<file path="src/rtl/abk_pkg.sv">
`timescale 1ns / 1ps
package abk_pkg;

  localparam int FRAC   = 24;
  localparam int CFG_W  = 31;
  localparam int MW     = 36;
  localparam int PW     = 2 * MW;
  localparam int RW     = PW - FRAC;
  localparam int SW     = 50;
  localparam int QW     = 33;
  localparam int NUM_W  = 58;
  localparam int DEN_W  = 34;

  localparam logic signed [31:0] ONE_P = 32'sh0100_0000;
  localparam logic [CFG_W-1:0] ANGLE_NOISE_RST = 31'd16777;
  localparam logic [CFG_W-1:0] BIAS_NOISE_RST  = 31'd50332;
  localparam logic [CFG_W-1:0] MEAS_NOISE_RST  = 31'd503316;

  typedef enum logic [1:0] {
    CFG_ANGLE_NOISE = 2'd0,
    CFG_BIAS_NOISE  = 2'd1,
    CFG_MEAS_NOISE  = 2'd2
  } cfg_idx_t;

  typedef struct packed {
    logic signed [31:0] measured_angle;
    logic signed [31:0] measured_rate;
    logic [23:0]        time_step;
  } in_word_t;

  typedef struct packed {
    logic signed [31:0] angle_estimate_out;
    logic signed [31:0] bias_estimate_out;
    logic signed [31:0] unbiased_rate;
    logic               fault_flag;
  } out_word_t;

  typedef enum logic [4:0] {
    OP_IDLE, OP_RATE, OP_M1, OP_M2, OP_M3, OP_M4, OP_M5, OP_M6, OP_Y,
    OP_DIV0, OP_WAIT0, OP_DIV1, OP_WAIT1,
    OP_U1, OP_U2, OP_U3, OP_U4, OP_U5, OP_U6, OP_U7, OP_DONE
  } op_t;

  typedef struct packed {
    logic load;
    logic out_load;
    logic div_start;
    op_t  op;
  } cmd_t;

  typedef struct packed {
    logic s_zero;
    logic div_done;
  } stat_t;

  // True when a wide sum does not fit a 32-bit signed word.
  function automatic logic ovf32(input logic signed [SW-1:0] v);
    return !((&v[SW-1:31]) || (~|v[SW-1:31]));
  endfunction

  function automatic logic signed [31:0] sat32(input logic signed [SW-1:0] v);
    logic o;
    o = ovf32(v);
    if (o) begin
      return v[SW-1] ? 32'sh8000_0000 : 32'sh7FFF_FFFF;
    end
    return v[31:0];
  endfunction

  // Drops the fraction bits, rounding to nearest with ties away from zero.
  function automatic logic signed [RW-1:0] rnd(input logic signed [PW-1:0] p);
    logic [PW-1:0] t;
    t = p + (PW'(1) << (FRAC - 1)) - PW'(p[PW-1]);
    return t[PW-1:FRAC];
  endfunction

endpackage

</file>
<file path="src/rtl/abk_ctrl.sv">
`timescale 1ns / 1ps
module abk_ctrl (
  input  logic            clk,
  input  logic            rst,
  input  logic            in_valid,
  output logic            in_ready,
  output logic            out_valid,
  input  logic            out_ready,
  input  abk_pkg::stat_t  stat,
  output abk_pkg::cmd_t   cmd
);
  import abk_pkg::*;

  typedef enum logic [20:0] {
    ST_IDLE = 21'h000001,
    ST_RATE = 21'h000002,
    ST_M1   = 21'h000004,
    ST_M2   = 21'h000008,
    ST_M3   = 21'h000010,
    ST_M4   = 21'h000020,
    ST_M5   = 21'h000040,
    ST_M6   = 21'h000080,
    ST_Y    = 21'h000100,
    ST_D0S  = 21'h000200,
    ST_W0   = 21'h000400,
    ST_D1S  = 21'h000800,
    ST_W1   = 21'h001000,
    ST_U1   = 21'h002000,
    ST_U2   = 21'h004000,
    ST_U3   = 21'h008000,
    ST_U4   = 21'h010000,
    ST_U5   = 21'h020000,
    ST_U6   = 21'h040000,
    ST_U7   = 21'h080000,
    ST_DONE = 21'h100000
  } state_t;

  state_t state, state_next;

  assign in_ready = (state == ST_IDLE);

  always_comb begin
    state_next    = state;
    cmd.load      = 1'b0;
    cmd.out_load  = 1'b0;
    cmd.div_start = 1'b0;
    cmd.op        = OP_IDLE;
    case (state)
      ST_IDLE: begin
        if (in_valid) begin
          cmd.load   = 1'b1;
          state_next = ST_RATE;
        end
      end
      ST_RATE: begin cmd.op = OP_RATE; state_next = ST_M1; end
      ST_M1:   begin cmd.op = OP_M1;   state_next = ST_M2; end
      ST_M2:   begin cmd.op = OP_M2;   state_next = ST_M3; end
      ST_M3:   begin cmd.op = OP_M3;   state_next = ST_M4; end
      ST_M4:   begin cmd.op = OP_M4;   state_next = ST_M5; end
      ST_M5:   begin cmd.op = OP_M5;   state_next = ST_M6; end
      ST_M6:   begin cmd.op = OP_M6;   state_next = ST_Y;  end
      ST_Y:    begin cmd.op = OP_Y;    state_next = ST_D0S; end
      ST_D0S: begin
        cmd.op = OP_DIV0;
        // A zero variance leaves both gains at zero.
        if (stat.s_zero) begin
          state_next = ST_U1;
        end else begin
          cmd.div_start = 1'b1;
          state_next    = ST_W0;
        end
      end
      ST_W0: begin
        cmd.op = OP_WAIT0;
        if (stat.div_done) begin
          state_next = ST_D1S;
        end
      end
      ST_D1S: begin
        cmd.op        = OP_DIV1;
        cmd.div_start = 1'b1;
        state_next    = ST_W1;
      end
      ST_W1: begin
        cmd.op = OP_WAIT1;
        if (stat.div_done) begin
          state_next = ST_U1;
        end
      end
      ST_U1: begin cmd.op = OP_U1; state_next = ST_U2; end
      ST_U2: begin cmd.op = OP_U2; state_next = ST_U3; end
      ST_U3: begin cmd.op = OP_U3; state_next = ST_U4; end
      ST_U4: begin cmd.op = OP_U4; state_next = ST_U5; end
      ST_U5: begin cmd.op = OP_U5; state_next = ST_U6; end
      ST_U6: begin cmd.op = OP_U6; state_next = ST_U7; end
      ST_U7: begin cmd.op = OP_U7; state_next = ST_DONE; end
      ST_DONE: begin
        cmd.op = OP_DONE;
        if (!out_valid || out_ready) begin
          cmd.out_load = 1'b1;
          state_next   = ST_IDLE;
        end
      end
      default: state_next = ST_IDLE;
    endcase
  end

  always_ff @(posedge clk) begin
    if (rst) begin
      state     <= ST_IDLE;
      out_valid <= 1'b0;
    end else begin
      state <= state_next;
      if (cmd.out_load) begin
        out_valid <= 1'b1;
      end else if (out_ready) begin
        out_valid <= 1'b0;
      end
    end
  end

`ifndef ASSERT_OFF
  a_load_starts: assert property (@(posedge clk) disable iff (rst)
    (in_valid && in_ready) |=> (state == ST_RATE))
    else $error("accepted word did not start the sequence");
  a_done_in_wait: assert property (@(posedge clk) disable iff (rst)
    stat.div_done |-> (state == ST_W0 || state == ST_W1))
    else $error("divider finished outside a wait state");
  a_out_loaded: assert property (@(posedge clk) disable iff (rst)
    cmd.out_load |=> (out_valid && state == ST_IDLE))
    else $error("result load did not raise valid");
`endif

endmodule

</file>
<file path="config.mk">
export PLATFORM = sky130hd
export DESIGN_NAME = abk_ctrl
export DESIGN_NICKNAME = d
export VERILOG_FILES = /design/src/rtl/abk_pkg.sv /design/src/rtl/abk_ctrl.sv
export SDC_FILE = /design/constraint.sdc
export NUM_CORES = 1
export LEC_CHECK = 0
export ABC_AREA = 1
export BUFFER_PORTS_ARGS = -buffer_cell sky130_fd_sc_hd__buf_4
export CORE_MARGIN = 2
export CORE_UTILIZATION = 45
export CTS_CLUSTER_DIAMETER = 200
export DETAILED_ROUTE_END_ITERATION = 6
export HOLD_SLACK_MARGIN = 0.1
export PLACE_DENSITY = 0.65
export SLEW_MARGIN = 20
export SYNTH_ARGS = -nofsm -noshare
export SYNTH_HDL_FRONTEND = slang
export SYNTH_SLANG_ARGS = --single-unit
</file>
<file path="constraint.sdc">
create_clock -name clk -period 2 [get_ports clk]
set_clock_uncertainty 0.1 [all_clocks]
set_input_delay 0.2 -clock clk [delete_from_list [all_inputs] [get_ports clk]]
set_output_delay 0.2 -clock clk [all_outputs]
set_load 0.05 [all_outputs]
</file>
-- Word-level counts from Yosys, hierarchy flattened
Index checks and enable logic that the tools add are counted.
- equality and inequality tests: 25
- reductions and logical operators: 4
- mux-type cells: 15
- operators by type and width (operator ; count):
    21-bit case mux with 21 select lines ; 1
    5-bit case mux with 20 select lines ; 1
    21-bit 2-to-1 mux ; 4
    21-bit by 1-bit equality test with 1-bit output, second input constant ; 1
    21-bit by 10-bit equality test with 1-bit output, second input constant ; 1
    21-bit by 11-bit equality test with 1-bit output, second input constant ; 1
    21-bit by 12-bit equality test with 1-bit output, second input constant ; 1
    21-bit by 13-bit equality test with 1-bit output, second input constant ; 1
    21-bit by 14-bit equality test with 1-bit output, second input constant ; 1
    21-bit by 15-bit equality test with 1-bit output, second input constant ; 1
    21-bit by 16-bit equality test with 1-bit output, second input constant ; 1
    21-bit by 17-bit equality test with 1-bit output, second input constant ; 1
    21-bit by 18-bit equality test with 1-bit output, second input constant ; 1
    21-bit by 19-bit equality test with 1-bit output, second input constant ; 1
    21-bit by 2-bit equality test with 1-bit output, second input constant ; 1
    21-bit by 20-bit equality test with 1-bit output, second input constant ; 1
    21-bit equality test, second input constant ; 1
    21-bit by 3-bit equality test with 1-bit output, second input constant ; 1
    21-bit by 4-bit equality test with 1-bit output, second input constant ; 1
    21-bit by 5-bit equality test with 1-bit output, second input constant ; 1
    21-bit by 6-bit equality test with 1-bit output, second input constant ; 1
    21-bit by 7-bit equality test with 1-bit output, second input constant ; 1
    21-bit by 8-bit equality test with 1-bit output, second input constant ; 1
    21-bit by 9-bit equality test with 1-bit output, second input constant ; 1
    8 further kinds ; 17
- output and inout port bits: 10
- input bits: 6
- bits in registers: 22
- logic and storage cells: 46

-- Depth between registers and ports, before layout
- depth after elaboration: 5
- gate-level depth with buffers: 13
- depth with buffers taken out: 12

-- Least setup slack after synthesis
OpenSTA, ideal clock, no wires.
- path kind: flip-flop to output port
- from: register state[18]
- to: output cmd[5] (netlist bit)
- stages on the path, launching flop included: 8
- data required time: 1.700 ns
- path slack: -0.516 ns
- arrival: 2.216 ns
- buffers on the path: 0
- path through: dfxtp_1 -> nor2_2 -> nand2_2 -> nor2_4 -> nand3_1 -> inv_1 -> nand2_1 -> o21ai_0
- RTL lines (item ; RTL line ; source):
    start: declaration ; abk_ctrl.sv:38 ; state_t state, state_next;
    start signal: assignment ; abk_ctrl.sv:113 ; state <= state_next;
    end: declaration ; abk_ctrl.sv:10 ; output abk_pkg::cmd_t cmd

==> summary.txt <==
Worst setup path
  – Crit Path Class: reg2out
  – Buf/Inv on CP: 3
  – Critical path fanouts, max: 5
  – CP Depth: 11
  – Worst reg-to-reg setup slack: approximately 0.090 ns
  – Cells on worst reg2reg path: 7
  – Critical path's slowest cell: dfxtp_2
  – Largest stage delay, worst path: 0.36 ns
  – Crit path max-delay family: simple AND/OR/NAND/NOR gates
  – R2r startpoint: state[19]$_SDFFE_PP0P_
  – CP required: about 1.7 ns
  – Critical R2R Capture: state[1]$_SDFFE_PP0P_
  – Setup crit end kind: primary output
  – CP Cell Sequence: nor2_4, nand2_2, nor2_4, buf_4, nand3_1, nor2_2, inv_1, nand2_2, nor2_1, nand4_1, buf_6
  – Setup crit start kind: register
  – Worst EP arrival: approximately 2.0 ns

Timing
  – Fmax: approximately 440 MHz
  – Actual slew at the worst max-slew pin: 0.398 ns
  – Setup TNS after final layout: -0.905 ns
  – Worst Slack Setup Final: -0.248 ns
  – Unrepaired setup endpoints after global routing: yes
  – Hold Vio Cnt, Final: 0
  – Hold Slack: 0.111 ns
  – Slew Viols, Final: 0
  – Slew HR: between 70% and 80%
  – Min cycle time layout: about 2.2 ns
  – Final setup vio count: 7
  – Final worst-path cycle share: 112%

Run status
  – Failing checks: negative setup slack
  – Outcome: finished, violations left

Floorplan
  – Starting density of the core: a little under half
  – Die extent in y: 61.4 um
  – Die width: roughly 60 um
  – Placeable Area: roughly 3100 um^2
  – Io pins: 16
  – Std cell rows: 20
  – Total Die Area: 3760 um^2

Synthesis
  – Syn avg cell area: roughly 6.5 um^2
  – Syn_nets: approximately 230
  – Seq/Total Area, Yosys: about 30%
  – Async set or reset register ratio after synthesis: 0%
  – Number of synthesized flops with an enable pin: 0
  – Distinct cells, synth: 30
  – Synth top cells by count: nor2_1 (37), inv_1 (36), nand2_1 (36)
  – #FFs+latches synth: 22
  – Yosys Warn Count: 0
  – Post-Synthesis Cell Area: roughly 1500 um^2
  – Synthesized netlist cell count: between 200 and 250
  – Synth area leaders: dfxtp_1 (30%), nor2_1 (9.4%), inv_1 (9.1%)
  – Area leader, netlist: dfxtp_1
  – Most common cell in the netlist: nor2_1
  – Main synth FF type: dfxtp_1
  – Top-area cell type share of the netlist area: between 20 and 30%

Detailed routing
  – Vias per Instance: around 5.0
  – Final wirelength: 4.02 mm
  – Via count: 1608
  – DRT iter0 DRCs: slightly below 90
  – TritonRoute pass-1 iters: 4
  – WL/cell: around 13 um
  – DRT antenna net count: 0
  – DRC viols: 0

Clocking
  – CTS tree: done
  – Worst-path clk slew: approximately 0.12 ns
  – Worst-Skew Late Latency: ~0.31 ns
  – Htree depth: 1
  – Clk buf depth: 2
  – CTS Sinks: 22
  – Root Buffer: clkbuf_4
  – CTS Buf Count: 3

Layout
  – Design area: 2120 um^2
  – Layout net count: approximately 280
  – Antenna Cells: 0
  – Core Util, Final: about two thirds
  – Area grow syn2layout: 42.9%
  – Layout cell share with drive strength beyond 1: roughly 45%
  – Fillers: 288
  – Footprint of the multi-input gates: 995 um^2
  – Storage element area: ~470 um^2

Global route
  – GRT overflow: 0
  – Largest net degree at the start of global routing: 19
  – First-pass GRT wire length: around 6.6 mm
  – Total Routing Usage GR: a little under a quarter
  – Vias in the first global route: about 1500
  – Antenna violations before repair: 0

Job
  – Max-cap violations: 0

Hold path
  – Hold Path Class: in2reg
  – Hold depth: 2
  – Min-Delay Startpoint: rst
  – Hold endpoint: state[13]$_SDFFE_PP0P_

Placement
  – # port buffers: 15
  – DPL Wire Length: approximately 2.7 mm
  – Post-placement cell area: ~1700 um^2
  – Routability cong.: 0.839

Power
  – Worst ir drop on vdd: ~0.00054 V
  – Lkg Pwr: ~1.1 nW
  – PwrDens: around 1000 nW/um^2
[registers in the layout (all words and copies together) (netlist names)]
| name | count |
|---|---|
| out_valid | 1 |
| state | 21 |
[layout by cell type (no fill, tap or decap), types with 2 or more instances in the layout]
cell type	n
nand3_4	2
nor2_4	13
nand2_2	12
nand3b_1	3
nor3_2	2
buf_6	10
nor2_2	6
nand2_1	29
dfxtp_2	18
a21oi_2	2
clkbuf_4	3
dfxtp_4	2
inv_1	32
nand2_4	4
dlygate4sd3_1	3
nor2_1	30
dfxtp_1	2
nand3_2	2
inv_2	4
nor3_1	15
nand3_1	25
buf_4	36
nand4_1	5
[where the power goes]
part / internal [mW] / switching [mW]
clock network: 0.111 / 0.138
registers: 0.477 / 0.0327
logic: 0.552 / 0.829
total: 1.14 / 0.999
[through the flow]
step	cells	setup slack, ns	power (mW)
global placement	291	0.00876	1.59
finish	320	-0.248	2.14
detailed placement	291	0.00267	1.58
floorplan	226	0.0503	1.34
global route	320	-0.305	2.28
CTS	309	-0.156	1.97
[worst register-to-register path, stage by stage, from the launching register on]
cell	delay (ns)
dfxtp_2	0.36
nor2_4	0.13
nand2_2	0.08
nor2_4	0.20
buf_4	0.19
nand3_4	0.11
nor3_2	0.12
dlygate4sd3_1	0.56
[per-layer routing]
| metal | GRT usage [%] | routed length, um | up-vias |
|---|---|---|---|
| met3 | 2.52 | 134 | 9 |
| met4 | 5.47 | 41 | 0 |
| met2 | 40.4 | 2060 | 39 |
| met5 | 0 | 0 | - |
| met1 | 32.2 | 1790 | 737 |
| li1 | - | - | 823 |
[cell type report]
type	count	area share, %
multi-input cells	163	47.0
flip-flops and latches	22	22.2
repair buffers	50	19.8
inverters	37	6.68
well taps	44	2.60
clock buffers	4	1.71
[kinds of logic (layout without fill, tap and decap cells)]
| kind of cell | Yosys count | after routing | share of synthesized area (%) |
|---|---|---|---|
| compound gates | 6 | 6 | 2.87 |
| flops | 22 | 22 | 29.8 |
| simple gates | 156 | 157 | 54.9 |
| buf+inv | 42 | 91 | 12.5 |
[worst max-delay path by stage]
stage                                 startpoint      to
after floorplan           state[10]$_SDFFE_PP0P_  cmd[2]
after global placement     state[4]$_SDFFE_PP0P_  cmd[3]
after detailed placement   state[0]$_SDFFE_PP1P_  cmd[3]
after CTS                 state[19]$_SDFFE_PP0P_  cmd[2]
after global routing      state[19]$_SDFFE_PP0P_  cmd[1]
final                     state[19]$_SDFFE_PP0P_  cmd[1]
[timing repair]
| item | 4_1_cts | 5_1_grt |
|---|---|---|
| gates cloned | 0 | 2 |
| endpoints found under the hold margin | 2 | 0 |
| setup buffers | 11 | 10 |
| endpoints found under the setup margin | 8 | 22 |
| pin swaps | 13 | 5 |
| hold buffers | 3 | 0 |
| resized for setup | 58 | 10 |
Power figures use the tool's default switching activity.
